--- config.mk ---
export PLATFORM = sky130hd
export DESIGN_NAME = rle_sprite_row_decoder
export DESIGN_NICKNAME = d
export VERILOG_FILES = /design/src/hw/rtl/rsd_pkg.sv /design/src/hw/rtl/rsd_cfg.sv /design/src/hw/rtl/rsd_ctrl.sv /design/src/hw/rtl/rsd_dp.sv /design/src/hw/rtl/rle_sprite_row_decoder.sv
export SDC_FILE = /design/constraint.sdc
export NUM_CORES = 1
export LEC_CHECK = 0
export ABC_AREA = 1
export BUFFER_PORTS_ARGS = -buffer_cell sky130_fd_sc_hd__buf_2
export CORE_UTILIZATION = 30
export DETAILED_ROUTE_END_ITERATION = 10
export PLACE_DENSITY = 0.54
export SKIP_LAST_GASP = 1
export SYNTH_ARGS = -nofsm -noshare
export SYNTH_HDL_FRONTEND = slang
export SYNTH_SLANG_ARGS = --single-unit
--- constraint.sdc ---
create_clock -name clk -period 10.8 [get_ports clk]
set_input_delay 0.54 -clock clk [delete_from_list [all_inputs] [get_ports clk]]
set_output_delay 0.54 -clock clk [all_outputs]
set_load 0.05 [all_outputs]
--- src/hw/rtl/rsd_pkg.sv ---
// ----------------------------------------------------------------------------
// rsd_pkg
// Shared types and constants of the run-length sprite row decoder.
// ----------------------------------------------------------------------------
package rsd_pkg;

  localparam int BYTE_W     = 8;
  localparam int ADDR_W     = 16;
  localparam int DIM_REG_W  = 7;
  localparam int STRIDE_W   = 11;
  localparam int RUN_W      = 7;
  localparam int PADDR_W    = 4;
  localparam int PDATA_W    = 32;

  localparam logic [5:0] COUNT_MASK = 6'h3F;

  localparam logic [DIM_REG_W-1:0] WIDTH_RST  = 7'd64;
  localparam logic [DIM_REG_W-1:0] HEIGHT_RST = 7'd64;
  localparam logic [STRIDE_W-1:0]  STRIDE_RST = 11'd64;

  // register index, taken from paddr[3:2]
  localparam logic [1:0] REG_IMAGE_WIDTH  = 2'd0;
  localparam logic [1:0] REG_IMAGE_HEIGHT = 2'd1;
  localparam logic [1:0] REG_ROW_STRIDE   = 2'd2;

  typedef enum logic [1:0] {
    MODE_FILL    = 2'b00,
    MODE_SPARSE  = 2'b01,
    MODE_LITERAL = 2'b10,
    MODE_SKIP    = 2'b11
  } mode_t;

  typedef enum logic [1:0] {
    PH_OPCODE  = 2'd0,
    PH_COLOUR  = 2'd1,
    PH_LITERAL = 2'd2
  } phase_t;

  typedef struct packed {
    logic load_in;  // capture the accepted input byte
    logic prep;     // apply start-of-image and row/image end checks
    logic exec;     // decode one step and load the output register
  } dp_cmd_t;

  typedef struct packed {
    logic step_last;  // current step gives the final result of the byte
  } dp_sts_t;

endpackage

--- src/hw/rtl/rsd_cfg.sv ---
// ----------------------------------------------------------------------------
// rsd_cfg
// APB register file: image width, image height and row stride, with the
// effective (clamped) dimensions used by the decoder.
// ----------------------------------------------------------------------------
module rsd_cfg #(
  parameter int MAX_DIM = 64
) (
  input  logic                          clk,
  input  logic                          rst,
  input  logic                          psel,
  input  logic                          penable,
  input  logic                          pwrite,
  input  logic [rsd_pkg::PADDR_W-1:0]   paddr,
  input  logic [rsd_pkg::PDATA_W-1:0]   pwdata,
  output logic [rsd_pkg::PDATA_W-1:0]   prdata,
  output logic                          pready,
  output logic [$clog2(MAX_DIM+1)-1:0]  img_w,
  output logic [$clog2(MAX_DIM+1)-1:0]  img_h,
  output logic [rsd_pkg::STRIDE_W-1:0]  stride
);

  localparam int DIM_W = $clog2(MAX_DIM + 1);

  logic [rsd_pkg::DIM_REG_W-1:0] width_reg;
  logic [rsd_pkg::DIM_REG_W-1:0] height_reg;
  logic [rsd_pkg::STRIDE_W-1:0]  stride_reg;
  logic                          wr_en;
  int                            w_eff;
  int                            h_eff;

  assign pready = 1'b1;
  assign wr_en  = psel & penable & pwrite & pready;

  always_ff @(posedge clk) begin
    if (rst) begin
      width_reg  <= rsd_pkg::WIDTH_RST;
      height_reg <= rsd_pkg::HEIGHT_RST;
      stride_reg <= rsd_pkg::STRIDE_RST;
    end else if (wr_en) begin
      case (paddr[3:2])
        rsd_pkg::REG_IMAGE_WIDTH:  width_reg  <= pwdata[rsd_pkg::DIM_REG_W-1:0];
        rsd_pkg::REG_IMAGE_HEIGHT: height_reg <= pwdata[rsd_pkg::DIM_REG_W-1:0];
        rsd_pkg::REG_ROW_STRIDE:   stride_reg <= pwdata[rsd_pkg::STRIDE_W-1:0];
        default: ;
      endcase
    end
  end

  always_comb begin
    case (paddr[3:2])
      rsd_pkg::REG_IMAGE_WIDTH:  prdata = rsd_pkg::PDATA_W'(width_reg);
      rsd_pkg::REG_IMAGE_HEIGHT: prdata = rsd_pkg::PDATA_W'(height_reg);
      rsd_pkg::REG_ROW_STRIDE:   prdata = rsd_pkg::PDATA_W'(stride_reg);
      default:                   prdata = '0;
    endcase
  end

  // zero acts as one, anything above MAX_DIM acts as MAX_DIM
  always_comb begin
    w_eff = int'(width_reg);
    h_eff = int'(height_reg);
    if (w_eff == 0) w_eff = 1;
    else if (w_eff > MAX_DIM) w_eff = MAX_DIM;
    if (h_eff == 0) h_eff = 1;
    else if (h_eff > MAX_DIM) h_eff = MAX_DIM;
  end

  assign img_w  = DIM_W'(w_eff);
  assign img_h  = DIM_W'(h_eff);
  assign stride = stride_reg;

endmodule

--- src/hw/rtl/rsd_ctrl.sv ---
// ----------------------------------------------------------------------------
// rsd_ctrl
// Sequencer: input holding flag, output register valid and the two-state
// prepare/execute machine that drives the datapath.
// ----------------------------------------------------------------------------
module rsd_ctrl (
  input  logic             clk,
  input  logic             rst,
  input  logic             s_tvalid,
  output logic             s_tready,
  output logic             m_tvalid,
  input  logic             m_tready,
  output rsd_pkg::dp_cmd_t cmd,
  input  rsd_pkg::dp_sts_t sts
);

  typedef enum logic {
    S_IDLE,
    S_EXEC
  } state_t;

  state_t state;
  logic   in_full;
  logic   out_valid;
  logic   slot_free;
  logic   exec_go;
  logic   finish;
  logic   in_take;

  assign slot_free = ~out_valid | m_tready;
  assign exec_go   = (state == S_EXEC) & slot_free;
  assign finish    = exec_go & sts.step_last;
  assign s_tready  = ~in_full | finish;
  assign in_take   = s_tvalid & s_tready;
  assign m_tvalid  = out_valid;

  assign cmd.load_in = in_take;
  assign cmd.prep    = (state == S_IDLE) & in_full;
  assign cmd.exec    = exec_go;

  always_ff @(posedge clk) begin
    if (rst) begin
      state     <= S_IDLE;
      in_full   <= 1'b0;
      out_valid <= 1'b0;
    end else begin
      case (state)
        S_IDLE: begin
          if (in_full) state <= S_EXEC;
        end
        S_EXEC: begin
          if (finish) state <= S_IDLE;
        end
        default: state <= S_IDLE;
      endcase

      if (in_take) in_full <= 1'b1;
      else if (finish) in_full <= 1'b0;

      if (exec_go) out_valid <= 1'b1;
      else if (m_tready) out_valid <= 1'b0;
    end
  end

endmodule

--- src/hw/rtl/rsd_dp.sv ---
// ----------------------------------------------------------------------------
// rsd_dp
// Decoder datapath: input byte register, cursor and run state, step decode
// and the output register with the write address multiply.
// ----------------------------------------------------------------------------
module rsd_dp #(
  parameter int MAX_DIM = 64
) (
  input  logic                          clk,
  input  logic                          rst,
  input  rsd_pkg::dp_cmd_t              cmd,
  output rsd_pkg::dp_sts_t              sts,
  input  logic [rsd_pkg::BYTE_W-1:0]    byte_in,
  input  logic                          start_of_image,
  input  logic [$clog2(MAX_DIM+1)-1:0]  img_w,
  input  logic [$clog2(MAX_DIM+1)-1:0]  img_h,
  input  logic [rsd_pkg::STRIDE_W-1:0]  stride,
  output logic                          write_valid,
  output logic [rsd_pkg::ADDR_W-1:0]    pixel_address,
  output logic [rsd_pkg::BYTE_W-1:0]    pixel_value,
  output logic                          image_done,
  output logic                          last_of_run
);

  localparam int ROW_W = $clog2(MAX_DIM + 2);
  localparam int COL_W = $clog2(MAX_DIM + 65);
  localparam int SUM_W = $clog2(MAX_DIM + 129);
  localparam int RUN_W = rsd_pkg::RUN_W;

  // held input byte
  logic [rsd_pkg::BYTE_W-1:0] in_byte;
  logic                       in_soi;

  // decoder state
  rsd_pkg::phase_t  phase;
  rsd_pkg::mode_t   run_mode;
  logic [RUN_W-1:0] run_rem;
  logic [COL_W-1:0] col;
  logic [ROW_W-1:0] row;
  logic             done;

  // prepare step
  rsd_pkg::phase_t  p_phase;
  rsd_pkg::mode_t   p_mode;
  logic [RUN_W-1:0] p_rem;
  logic [COL_W-1:0] p_col;
  logic [ROW_W-1:0] p_row;
  logic             p_done;

  // execute step
  rsd_pkg::phase_t  n_phase;
  rsd_pkg::mode_t   n_mode;
  logic [RUN_W-1:0] n_rem;
  logic [COL_W-1:0] n_col;
  logic [ROW_W-1:0] n_row;
  logic             n_done;
  logic [ROW_W-1:0] row_inc;
  logic [COL_W-1:0] ce;
  logic [COL_W-1:0] colstep;
  logic [COL_W-1:0] next_ce;
  logic [COL_W-1:0] skip_sum;
  logic [SUM_W-1:0] run_span;
  logic [RUN_W-1:0] rem1;
  logic [RUN_W-1:0] count;
  logic             sparse;
  logic             colour_step;
  logic             er;
  logic             e_write;
  logic [COL_W-1:0] e_col;
  logic             e_last;
  logic             e_done;
  logic             run_done_pred;
  logic [31:0]      addr_full;

  always_comb begin
    p_phase = phase;
    p_mode  = run_mode;
    p_rem   = run_rem;
    p_col   = col;
    p_row   = row;
    p_done  = done;
    if (in_soi) begin
      p_phase = rsd_pkg::PH_OPCODE;
      p_mode  = rsd_pkg::MODE_FILL;
      p_rem   = '0;
      p_col   = '0;
      p_row   = '0;
      p_done  = 1'b0;
    end
    // height lowered under the current row
    if (!p_done && p_row >= ROW_W'(img_h)) begin
      p_row  = ROW_W'(img_h);
      p_done = 1'b1;
    end
    // width lowered under the current column: end the row, drop the run
    if (!p_done && p_col >= COL_W'(img_w)) begin
      p_col   = '0;
      p_phase = rsd_pkg::PH_OPCODE;
      p_rem   = '0;
      if (p_row + ROW_W'(1) >= ROW_W'(img_h)) begin
        p_row  = ROW_W'(img_h);
        p_done = 1'b1;
      end else begin
        p_row = p_row + ROW_W'(1);
      end
    end
  end

  always_comb begin
    n_phase     = phase;
    n_mode      = run_mode;
    n_rem       = run_rem;
    n_col       = col;
    n_row       = row;
    n_done      = done;
    er          = 1'b0;
    e_write     = 1'b0;
    e_col       = col;
    e_last      = 1'b1;
    colour_step = 1'b0;

    sparse   = (run_mode == rsd_pkg::MODE_SPARSE);
    row_inc  = row + ROW_W'(1);
    ce       = sparse ? col + COL_W'(1) : col;
    colstep  = ce + COL_W'(1);
    next_ce  = sparse ? colstep + COL_W'(1) : colstep;
    rem1     = run_rem - RUN_W'(1);
    count    = RUN_W'(in_byte[5:0] & rsd_pkg::COUNT_MASK) + RUN_W'(1);
    skip_sum = col + COL_W'(count);
    // column plus the columns still to cover stays fixed through a run
    run_span = SUM_W'(col) + (sparse ? SUM_W'({run_rem, 1'b0}) : SUM_W'(run_rem));
    run_done_pred = (run_span >= SUM_W'(img_w)) && (row_inc >= ROW_W'(img_h));

    if (done) begin
      // past the last row: byte ignored
    end else if (phase == rsd_pkg::PH_LITERAL && run_rem != '0) begin
      e_write = 1'b1;
      n_rem   = rem1;
      if (col + COL_W'(1) >= COL_W'(img_w)) begin
        er      = 1'b1;
        n_phase = rsd_pkg::PH_OPCODE;
        n_rem   = '0;
      end else begin
        n_col = col + COL_W'(1);
        if (rem1 == '0) n_phase = rsd_pkg::PH_OPCODE;
      end
    end else if (phase == rsd_pkg::PH_COLOUR) begin
      colour_step = 1'b1;
      if (ce < COL_W'(img_w)) begin
        e_write = 1'b1;
        e_col   = ce;
        n_rem   = rem1;
        n_col   = colstep;
        e_last  = (rem1 == '0) || (next_ce >= COL_W'(img_w));
        if (e_last) begin
          er      = (colstep >= COL_W'(img_w)) || (rem1 != '0);
          n_phase = rsd_pkg::PH_OPCODE;
          n_rem   = '0;
        end
      end else begin
        // sparse run starting on the last column writes nothing
        er      = 1'b1;
        n_phase = rsd_pkg::PH_OPCODE;
        n_rem   = '0;
      end
    end else begin
      n_phase = rsd_pkg::PH_OPCODE;
      case (rsd_pkg::mode_t'(in_byte[7:6]))
        rsd_pkg::MODE_SKIP: begin
          if (skip_sum >= COL_W'(img_w)) er = 1'b1;
          else n_col = skip_sum;
        end
        rsd_pkg::MODE_LITERAL: begin
          n_phase = rsd_pkg::PH_LITERAL;
          n_rem   = count;
        end
        default: begin
          n_phase = rsd_pkg::PH_COLOUR;
          n_mode  = rsd_pkg::mode_t'(in_byte[7:6]);
          n_rem   = count;
        end
      endcase
    end

    if (er) begin
      n_col = '0;
      if (row_inc >= ROW_W'(img_h)) begin
        n_row  = ROW_W'(img_h);
        n_done = 1'b1;
      end else begin
        n_row = row_inc;
      end
    end

    e_done = (colour_step && !e_last) ? run_done_pred : n_done;
  end

  assign addr_full     = 32'(row) * 32'(stride) + 32'(e_col);
  assign sts.step_last = e_last;

  always_ff @(posedge clk) begin
    if (rst) begin
      phase    <= rsd_pkg::PH_OPCODE;
      run_mode <= rsd_pkg::MODE_FILL;
      run_rem  <= '0;
      col      <= '0;
      row      <= '0;
      done     <= 1'b0;
    end else if (cmd.prep) begin
      phase    <= p_phase;
      run_mode <= p_mode;
      run_rem  <= p_rem;
      col      <= p_col;
      row      <= p_row;
      done     <= p_done;
    end else if (cmd.exec) begin
      phase    <= n_phase;
      run_mode <= n_mode;
      run_rem  <= n_rem;
      col      <= n_col;
      row      <= n_row;
      done     <= n_done;
    end
  end

  always_ff @(posedge clk) begin
    if (cmd.load_in) begin
      in_byte <= byte_in;
      in_soi  <= start_of_image;
    end
    if (cmd.exec) begin
      write_valid   <= e_write;
      pixel_address <= e_write ? addr_full[rsd_pkg::ADDR_W-1:0] : '0;
      pixel_value   <= e_write ? in_byte : '0;
      image_done    <= e_done;
      last_of_run   <= e_last;
    end
  end

endmodule

--- src/hw/rtl/rle_sprite_row_decoder.sv ---
// ----------------------------------------------------------------------------
// rle_sprite_row_decoder
// Run-length sprite decoder: compressed bytes in, pixel writes out.
// ----------------------------------------------------------------------------
// Each accepted byte gives one or more results on the output stream; the last
// result of a byte carries tlast. Each byte gets a prepare step (row and image
// end checks), then execute steps that decode into the output register: one
// for an opcode, literal or ignored byte, one per write for a fill or sparse
// run (one if it writes nothing), as the output register takes one write per
// cycle while the output is not stalled. The next byte is taken in the cycle
// the previous one finishes. A held result on the output side holds the decode
// step and with it intake, so an output stall stretches the byte by its length.
// Write address is row * row_stride + column, wrapped to 16 bits.
module rle_sprite_row_decoder #(
  parameter int MAX_DIM = 64
) (
  input  logic                         clk,
  input  logic                         rst,
  // input stream
  input  logic                         s_tvalid,
  output logic                         s_tready,
  input  logic [7:0]                   s_tdata,   // [7:0] byte_in
  input  logic [0:0]                   s_tuser,   // [0] start_of_image
  // output stream
  output logic                         m_tvalid,
  input  logic                         m_tready,
  output logic [23:0]                  m_tdata,   // [15:0] pixel_address, [23:16] pixel_value
  output logic [1:0]                   m_tuser,   // [0] write_valid, [1] image_done
  output logic                         m_tlast,   // last_of_run
  // register port
  input  logic                         psel,
  input  logic                         penable,
  input  logic                         pwrite,
  input  logic [rsd_pkg::PADDR_W-1:0]  paddr,
  input  logic [rsd_pkg::PDATA_W-1:0]  pwdata,
  output logic [rsd_pkg::PDATA_W-1:0]  prdata,
  output logic                         pready
);

  localparam int DIM_W = $clog2(MAX_DIM + 1);

  logic [DIM_W-1:0]             img_w;
  logic [DIM_W-1:0]             img_h;
  logic [rsd_pkg::STRIDE_W-1:0] stride;
  rsd_pkg::dp_cmd_t             cmd;
  rsd_pkg::dp_sts_t             sts;
  logic                         write_valid;
  logic [rsd_pkg::ADDR_W-1:0]   pixel_address;
  logic [rsd_pkg::BYTE_W-1:0]   pixel_value;
  logic                         image_done;
  logic                         last_of_run;

  rsd_cfg #(
    .MAX_DIM (MAX_DIM)
  ) u_cfg (
    .clk     (clk),
    .rst     (rst),
    .psel    (psel),
    .penable (penable),
    .pwrite  (pwrite),
    .paddr   (paddr),
    .pwdata  (pwdata),
    .prdata  (prdata),
    .pready  (pready),
    .img_w   (img_w),
    .img_h   (img_h),
    .stride  (stride)
  );

  rsd_ctrl u_ctrl (
    .clk      (clk),
    .rst      (rst),
    .s_tvalid (s_tvalid),
    .s_tready (s_tready),
    .m_tvalid (m_tvalid),
    .m_tready (m_tready),
    .cmd      (cmd),
    .sts      (sts)
  );

  rsd_dp #(
    .MAX_DIM (MAX_DIM)
  ) u_dp (
    .clk            (clk),
    .rst            (rst),
    .cmd            (cmd),
    .sts            (sts),
    .byte_in        (s_tdata),
    .start_of_image (s_tuser[0]),
    .img_w          (img_w),
    .img_h          (img_h),
    .stride         (stride),
    .write_valid    (write_valid),
    .pixel_address  (pixel_address),
    .pixel_value    (pixel_value),
    .image_done     (image_done),
    .last_of_run    (last_of_run)
  );

  assign m_tdata = {pixel_value, pixel_address};
  assign m_tuser = {image_done, write_valid};
  assign m_tlast = last_of_run;

endmodule

-- Word level (Yosys, flattened, before mapping)
Cells that the tools add are included.
- logic and storage cells: 199
- register bits after elaboration: 91
- output and inout bits: 62
- eq/ne operators: 20
- muxes and demuxes: 96
- order comparisons: 12
- multipliers: 1
- add/sub/neg operators: 10
- reduce and logical (&&, ||, !) cells: 30
- bitwise logic cells: 11
- operator list (cell ; count):
    2-to-1 mux 7 bit ; 23
    2-to-1 mux 8 bit ; 19
    greater-or-equal comparator 8 x 7 -> 1 bit ; 6
    2-to-1 mux 1 bit ; 34
    2-to-1 mux 2 bit ; 17
    one-hot mux 11 bit (3 select lines) ; 1
    adder 8 x 1 -> 8 bit, second input constant ; 3
    greater-or-equal comparator 7 bit ; 3
    zero test 7 bit ; 3
    adder 16 x 8 -> 16 bit ; 1
    multiplier 7 x 11 -> 16 bit ; 1
    adder 7 x 1 -> 7 bit, second input constant ; 2
    > comparator 7 bit, second input constant ; 2
    nonzero test 7 bit ; 2
    AND reduction 6 bit ; 2
    adder 8 x 7 -> 8 bit ; 1
    adder 8 bit ; 1
    == test 2 bit, second input constant ; 4
    < comparator 8 x 7 -> 1 bit ; 1
    AND reduction 2 bit ; 4
    nonzero test 2 bit ; 4
    adder 6 x 1 -> 7 bit, second input constant ; 1
    subtractor 7 x 1 -> 7 bit, second input constant ; 1
    AND 1 bit ; 6
    23 further kinds ; 38

-- Logic depth before layout (Yosys ltp)
Gate-level depths: netlist (run 1).
- word-level depth: 15
- gate-level depth with buffers: 41
- gate-level depth less buffers: 41

-- By module
From an unflattened synthesis (run 1), not the netlist that was laid out.
- cell total of the unflattened synthesis: 1580
- area, all modules: 10991.8 um^2
- modules (own cells, without submodules) (module ; seq. area each (um^2) ; cells each ; instances ; area an instance (um^2)):
    rsd_dp ; 1621.6 ; 1307 ; 1 ; 9285.2
    rsd_cfg ; 500.5 ; 251 ; 1 ; 1539.0
    rsd_ctrl ; 60.1 ; 20 ; 1 ; 152.6
    rle_sprite_row_decoder ; 0.0 ; 2 ; 1 ; 15.0

-- Least setup slack after synthesis (run 1)
OpenSTA, ideal clock, no wires.
- kind: register -> register
- from: register u_dp.col[1]
- to: register u_dp.pixel_address[13] in the netlist's numbering, data pin
- arrival time: 5.729 ns
- data required time: 10.539 ns
- setup time: 0.261 ns
- stages on the path, launching flop included: 37
- slack: 4.810 ns
- path buffers: 1
- path through: dfxtp_1 -> ha_1 -> inv_1 -> o21ai_0 -> ha_1 -> inv_1 -> nor2_1 -> o21bai_1 -> nand2_1 -> nand2_1 -> nand3_1 -> nand2_1 -> nand2_1 -> nor2_2 -> inv_1 -> nor3_1 -> clkbuf_1 -> nand2_1 -> o21ai_0 -> fa_1 -> fa_1 -> inv_1 -> fa_1 -> inv_1 -> ha_1 -> a21oi_1 -> nand2_1 -> nand2_1 -> inv_1 -> o21ai_0 -> nand2_1 -> nand2_1 -> nand2_1 -> a21oi_1 -> o21ai_0 -> o21ai_0 -> a21oi_1
- longest elaborated chain between the ends: 8
- ends and longest elaborated chain (element ; line ; source):
    start, declared ; rsd_dp.sv:38 ; logic [COL_W-1:0] col;
    start signal, assigned ; rsd_dp.sv:213 ; col <= p_col;
    start signal, assigned ; rsd_dp.sv:220 ; col <= n_col;
    adder 8 x 1 -> 8 bit ; rsd_dp.sv:124 ; ce = sparse ? col + COL_W'(1) : col;
    2-to-1 mux 8 bit ; rsd_dp.sv:124 ;
    < comparator 8 x 7 -> 1 bit ; rsd_dp.sv:149 ; if (ce < COL_W'(img_w)) begin
    2-to-1 mux 8 bit ; rsd_dp.sv:149 ;
    2-to-1 mux 8 bit ; rsd_dp.sv:147 ; end else if (phase == rsd_pkg::PH_COLOUR) begin
    2-to-1 mux 8 bit ; rsd_dp.sv:136 ; end else if (phase == rsd_pkg::PH_LITERAL && run_rem != '0) begin
    2-to-1 mux 8 bit ; rsd_dp.sv:134 ; if (done) begin
    adder 16 x 8 -> 16 bit ; rsd_dp.sv:198 ; assign addr_full = 32'(row) * 32'(stride) + 32'(e_col);
    end signal, assigned ; rsd_dp.sv:233 ; pixel_address <= e_write ? addr_full[rsd_pkg::ADDR_W-1:0] : '0;
    end, declared ; rsd_dp.sv:19 ; output logic [rsd_pkg::ADDR_W-1:0] pixel_address,
Several ways; a longest one is shown, not always the timed one.
A chain may end at the register's enable or synchronous reset.

-- Worst setup path after layout (run 1)
- from: register u_dp.col[0]
- to: register u_dp.pixel_address[13] in the netlist's numbering, data pin
Same word-level chain as after synthesis.

==> flow_summary.ini, run 1 <==
[global_route]
overflow = 0
grt_use_total_pct = 16.64
grt_first_pass_wirelength_mm = 48.09
antenna_found_initial = 0
grt_max_degree = 37
grt_pass1_vias = 9188

[synthesis]
synth_top_area_share_pct = 14.87
synth_warnings = 0
synth-edff-count = 36
syn_area_per_cell_um2 = 6.980
ys_seq_elements = 91
ys_types = 50
synthesis.area_mm2 = 0.01077
synthArstFlopShare_pct = 0
ys.flop_type = dfxtp_1
syn-instance-count = 1543
ys_seq_area_share_pct = 20.26
synth_area_leaders = ha_1, nand2_1, dfxtp_1, edfxtp_1, fa_1
yosys.area.top_type = ha_1

[die]
coreArea_mm2 = 0.03548
num_io_pins = 114
start_util_pct = 30.35
die-area_mm2 = 0.03666
fp.dieW_um = 191.5
rows = 69
dieHeight_um = 191.5

[cts]
ctsHoldBuffers = 0
cts-root-buf = clkbuf_16
post_cts_buffers = 0
htreeDepth = 3
clk_pin_slew_ns = 0.07
cts_made_buffers = 9
cts_buffer_depth = 2
clk_latency_ns = 0.36
cts_tree = done
ctsResizeCount = 0
clock_sinks = 91

[job]
timing.max_cap.violations = 0

[setup_path]
cp-end-kind = flip-flop
crit_type = reg2reg
start_kind = flip-flop
worstPathMaxFanout = 15
cp.required_ns = 10.91
cp_common_cell = nand2_1
cp_slowest_cell = dfxtp_1
max_stage_delay_ns = 0.77
cp.arrival_ns = 7.02

[pwr]
cellLeakagePower_uw = 0.006053
ir_drop_uv = 82.32
total_power_uw = 1661
powerDensity_mw_per_mm2 = 142.1

[timing]
drv_slew = 0
post-route-period-util_pct = 63.99
fin_skew_ns = 0.01210
period_needed_ns = 6.910
report.final.setup_viol = 0
worstMarginPinSlew_ns = 1.052
hold_viol = 0
fmax_ghz = 0.1447
slew_headroom_pct = 29.80
rsz0062_at_grt = no
finalSetupTns_ns = 0

[layout]
final_cell_mix = nand2_1, inv_1, ha_1
nets = 1808
drive_gt1_share_pct = 9.177
syn2layout_area_growth_pct = 8.562
largest_register_ff_count = 16
final_common_cell = nand2_1
stdcell_count = 2041
n_antenna_cell = 0

[routing]
drtAntennaViolNets = 0
first_pass_iters = 5
remaining_drc_errors = 0
wl_mm = 29.71
viasPerCell = 4.722
wl_per_cell_um = 14.56
drtIter0Drc = 599
vias = 9638

[worst_hold_path]
hp-class = in2reg

[placed_design]
hpwl_mm = 23.57
gp_congestion = 0.8921
port_buffers = 68
dp_cells = 2025

[outcome]
outcome = completed
## synth_stat cells (30+ instances only)
cell	n
a21oi_1	103
nand2_1	351
clkbuf_1	34
o21ai_0	92
edfxtp_1	36
fa_1	53
inv_1	275
nand3_1	80
ha_1	128
buf_4	30
nor2_1	120
dfxtp_1	55
## worst paths after layout
kind	from	cells past startpoint	slack, ns	endpoint
worst min register to register	u_ctrl.state	2	0.48	u_ctrl.state
worst min-delay path	s_tdata[6]	1	0.35	u_dp.in_byte[6]
worst max register to register	u_dp.col[0]	36	3.89	u_dp.pixel_address[13]
worst max-delay path	u_dp.col[0]	36	3.89	u_dp.pixel_address[13]
## per-layer routing
| metal | wire length (µm) | global-route usage (%) |
|---|---|---|
| met3 | 924 | 1.634 |
| met5 | 0 | 0 |
| met1 | 14460 | 22.73 |
| met2 | 13890 | 28.02 |
| met4 | 430 | 3.907 |
## final cells by class
class	count	area (µm²)
fill	3859	23790
clock inverter	7	75.07
clock buffer	9	225.2
multi-input combinational	1117	7198
inverter	285	1072
tap	461	576.8
sequential	91	2182
timing repair buffer	71	362.8
## worst max-delay path: cells and delay by family, from the launching register on
family / cells / cell delay (ns)
simple gates: 14 / 1.15
compound gates: 9 / 1.67
fa+ha+maj: 6 / 2.51
buf+inv: 7 / 0.57
flops: 1 / 0.77
## power by group
part,internal [µW],switching [µW]
Clock,181,146
Combinational,291,581
Sequential,393,68.5
Total,866,796
## stage by stage
step / cell area (µm²) / setup slack [ns] / hold slack [ns] / util (%)
3_3_place_gp: 11390 / 3.878 / 0.4646 / 32.11
3_5_place_dp: 11390 / 3.874 / 0.4735 / 32.11
6_report: 11690 / 3.890 / 0.3473 / 32.95
4_1_cts: 11690 / 3.857 / 0.3360 / 32.95
2_1_floorplan: 10850 / 4.810 / 0.4516 / -
5_1_grt: 11690 / 3.276 / 0.3374 / 32.95
## cell families (layout without fill, tap and decap cells)
logic type	after synthesis	in the layout	share of synthesized area (%)
AOI/OAI and AO/OA	247	247	12.85
xor gates and xnor gates	38	38	3.090
adders and majority gates	181	181	24.72
buffers and inverters	355	372	13.60
DFF	91	91	20.26
other	2	22	0.06973
and+or+nand+nor	629	629	25.41
No activity file was read; power rests on OpenSTA's default activity.
==> run 2, diff against run 1 <==
==> constraint.sdc (replaced) <==
create_clock -name clk -period 6.4 [get_ports clk]
set_input_delay 0.32 -clock clk [delete_from_list [all_inputs] [get_ports clk]]
set_output_delay 0.32 -clock clk [all_outputs]
set_load 0.05 [all_outputs]
==> flow_summary.ini, run 2 (same netlist as run 1, synthesis figures left out) <==
[die]
fp.dieW_um = 191.5
coreArea_mm2 = 0.03548
die-area_mm2 = 0.03666
rows = 69
start_util_pct = 30.35
num_io_pins = 114
dieHeight_um = 191.5

[setup_path]
cp_slowest_cell = fa_1
reg2reg_from = u_dp.col[0]
crit_type = reg2reg
cp_common_cell = nand2_1
reg2reg_depth = 40
cp-end-kind = flip-flop
worstPathMaxFanout = 8
ff2ff_setup_slack_ns = 0.54
cp.arrival_ns = 5.98
max_stage_delay_ns = 0.54
start_kind = flip-flop
rr_endpoint = u_dp.pixel_address[13]
cp.required_ns = 6.52

[timing]
report.final.setup_viol = 0
hold_slack_ns = 0.1223
fmax_ghz = 0.1708
period_needed_ns = 5.856
drv_slew = 0
fin_skew_ns = 0.01386
hold_viol = 0
slew_headroom_pct = 28.76
worstMarginPinSlew_ns = 1.067
post-route-period-util_pct = 91.49

[cts]
cts_made_buffers = 9
clock_sinks = 91
clk_latency_ns = 0.37
htreeDepth = 3
cts_tree = done
clk_pin_slew_ns = 0.08
cts-root-buf = clkbuf_16
cts_buffer_depth = 2

[pwr]
powerDensity_mw_per_mm2 = 239.8
total_power_uw = 2862
cellLeakagePower_uw = 0.006177
ir_drop_uv = 146.1

[worst_hold_path]
hold_start = s_tdata[3]
min_to = u_dp.in_byte[3]
hp-class = in2reg
min_path_cells = 1

[global_route]
busiest_layer = met2
overflow = 0
grt_pass1_vias = 9183
grt_use_total_pct = 16.98
use_met3_pct = 2.221
use_met1_pct = 23.24
grt.met2_usage_pct = 27.47
antenna_found_initial = 0
grt_first_pass_wirelength_mm = 48.56
grt_max_degree = 37

[routing]
first_pass_iters = 5
vias = 9780
wl_mm = 30.38
viasPerCell = 4.734
drtIter0Drc = 676
drtAntennaViolNets = 0
remaining_drc_errors = 0
wl_per_cell_um = 14.71

[layout]
largest_register_ff_count = 16
nFillCells = 3761
final_common_cell = nand2_1
final_cell_mix = nand2_1, inv_1, ha_1
n_antenna_cell = 0
nets = 1833
drive_gt1_share_pct = 11.21
syn2layout_area_growth_pct = 10.78

[job]
timing.max_cap.violations = 0

[outcome]
outcome = completed

[placed_design]
port_buffers = 68
hpwl_mm = 24.32
gp_congestion = 0.9045
==> run 2: changes by cell type in the layout (fill, tap and decap cells not counted), sizes merged <==
cell	before	now
clkinv	5	4
clkinvlp	0	1
clkbuf	9	10
buf	71	95
nand2	376	377
bufinv	1	0
==> run 2: worst max-delay path, delay by kind of cell (launching register included) <==
kind	cells	cell delay (ns)
AND/OR/NAND/NOR	19	1.49
AO/OA/AOI/OAI	7	0.84
flip-flops	1	0.34
buffers and inverters	8	0.73
adder cells (fa/ha/maj)	6	2.22
==> run 2: worst max path at each step <==
| stage | from | endpoint | slack, ns | cells past startpoint |
|---|---|---|---|---|
| finish | u_dp.col[0] | u_dp.pixel_address[13] | 0.54 | 40 |
| global route | u_dp.col[1] | u_dp.pixel_address[13] | -0.001 | 43 |
| CTS | u_dp.col[2] | u_dp.pixel_address[13] | 0.15 | 36 |
| detailed placement | u_dp.col[2] | u_dp.pixel_address[13] | 0.18 | 36 |
| global placement | u_dp.col[2] | u_dp.pixel_address[13] | 0.27 | 36 |
| floorplan | u_dp.col[1] | u_dp.pixel_address[13] | 0.41 | 36 |
==> run 2: layer usage <==
layer  wire (µm)  up-vias
li1            -     4992
met1       14390     4511
met2       13770      234
met3        1490       43
met4         728        0
met5           0        -
==> run 2: per-stage QoR <==
step,setup WS (ns),area [µm²],instances,setup TNS (ns),util (%)
floorplan,0.4102,10850,1563,0,-
CTS,0.1482,11840,2061,0,33.35
detailed placement,0.1821,11540,2045,0,32.53
global route,-0.001121,11930,2066,-0.001121,33.63
finish,0.5444,11930,2066,0,33.63
global placement,0.2697,11540,2045,0,32.53
==> run 2: power breakdown <==
part           internal, µW  switching, µW  total [µW]
registers               666           94.0         760
clock network           283            265         548
logic                   527           1030        1550
==> run 2: final cells by class <==
type                            instances  area, µm²  area share [%]
Clock buffer                           10      239.0           2.003
Clock inverter                          6      53.80          0.4509
Inverter                              285       1082           9.071
Multi-Input combinational cell       1118       7238           60.67
Sequential cell                        91       2191           18.36
Tap cell                              461      576.8           4.834
Timing Repair Buffer                   95      550.5           4.614
==> run 2: repair_timing <==
action                     in CTS  in global routing
setup endpoints to repair       0                  4
resized for setup               0                 22
hold buffers                    0                  0
setup buffers                   0                  4
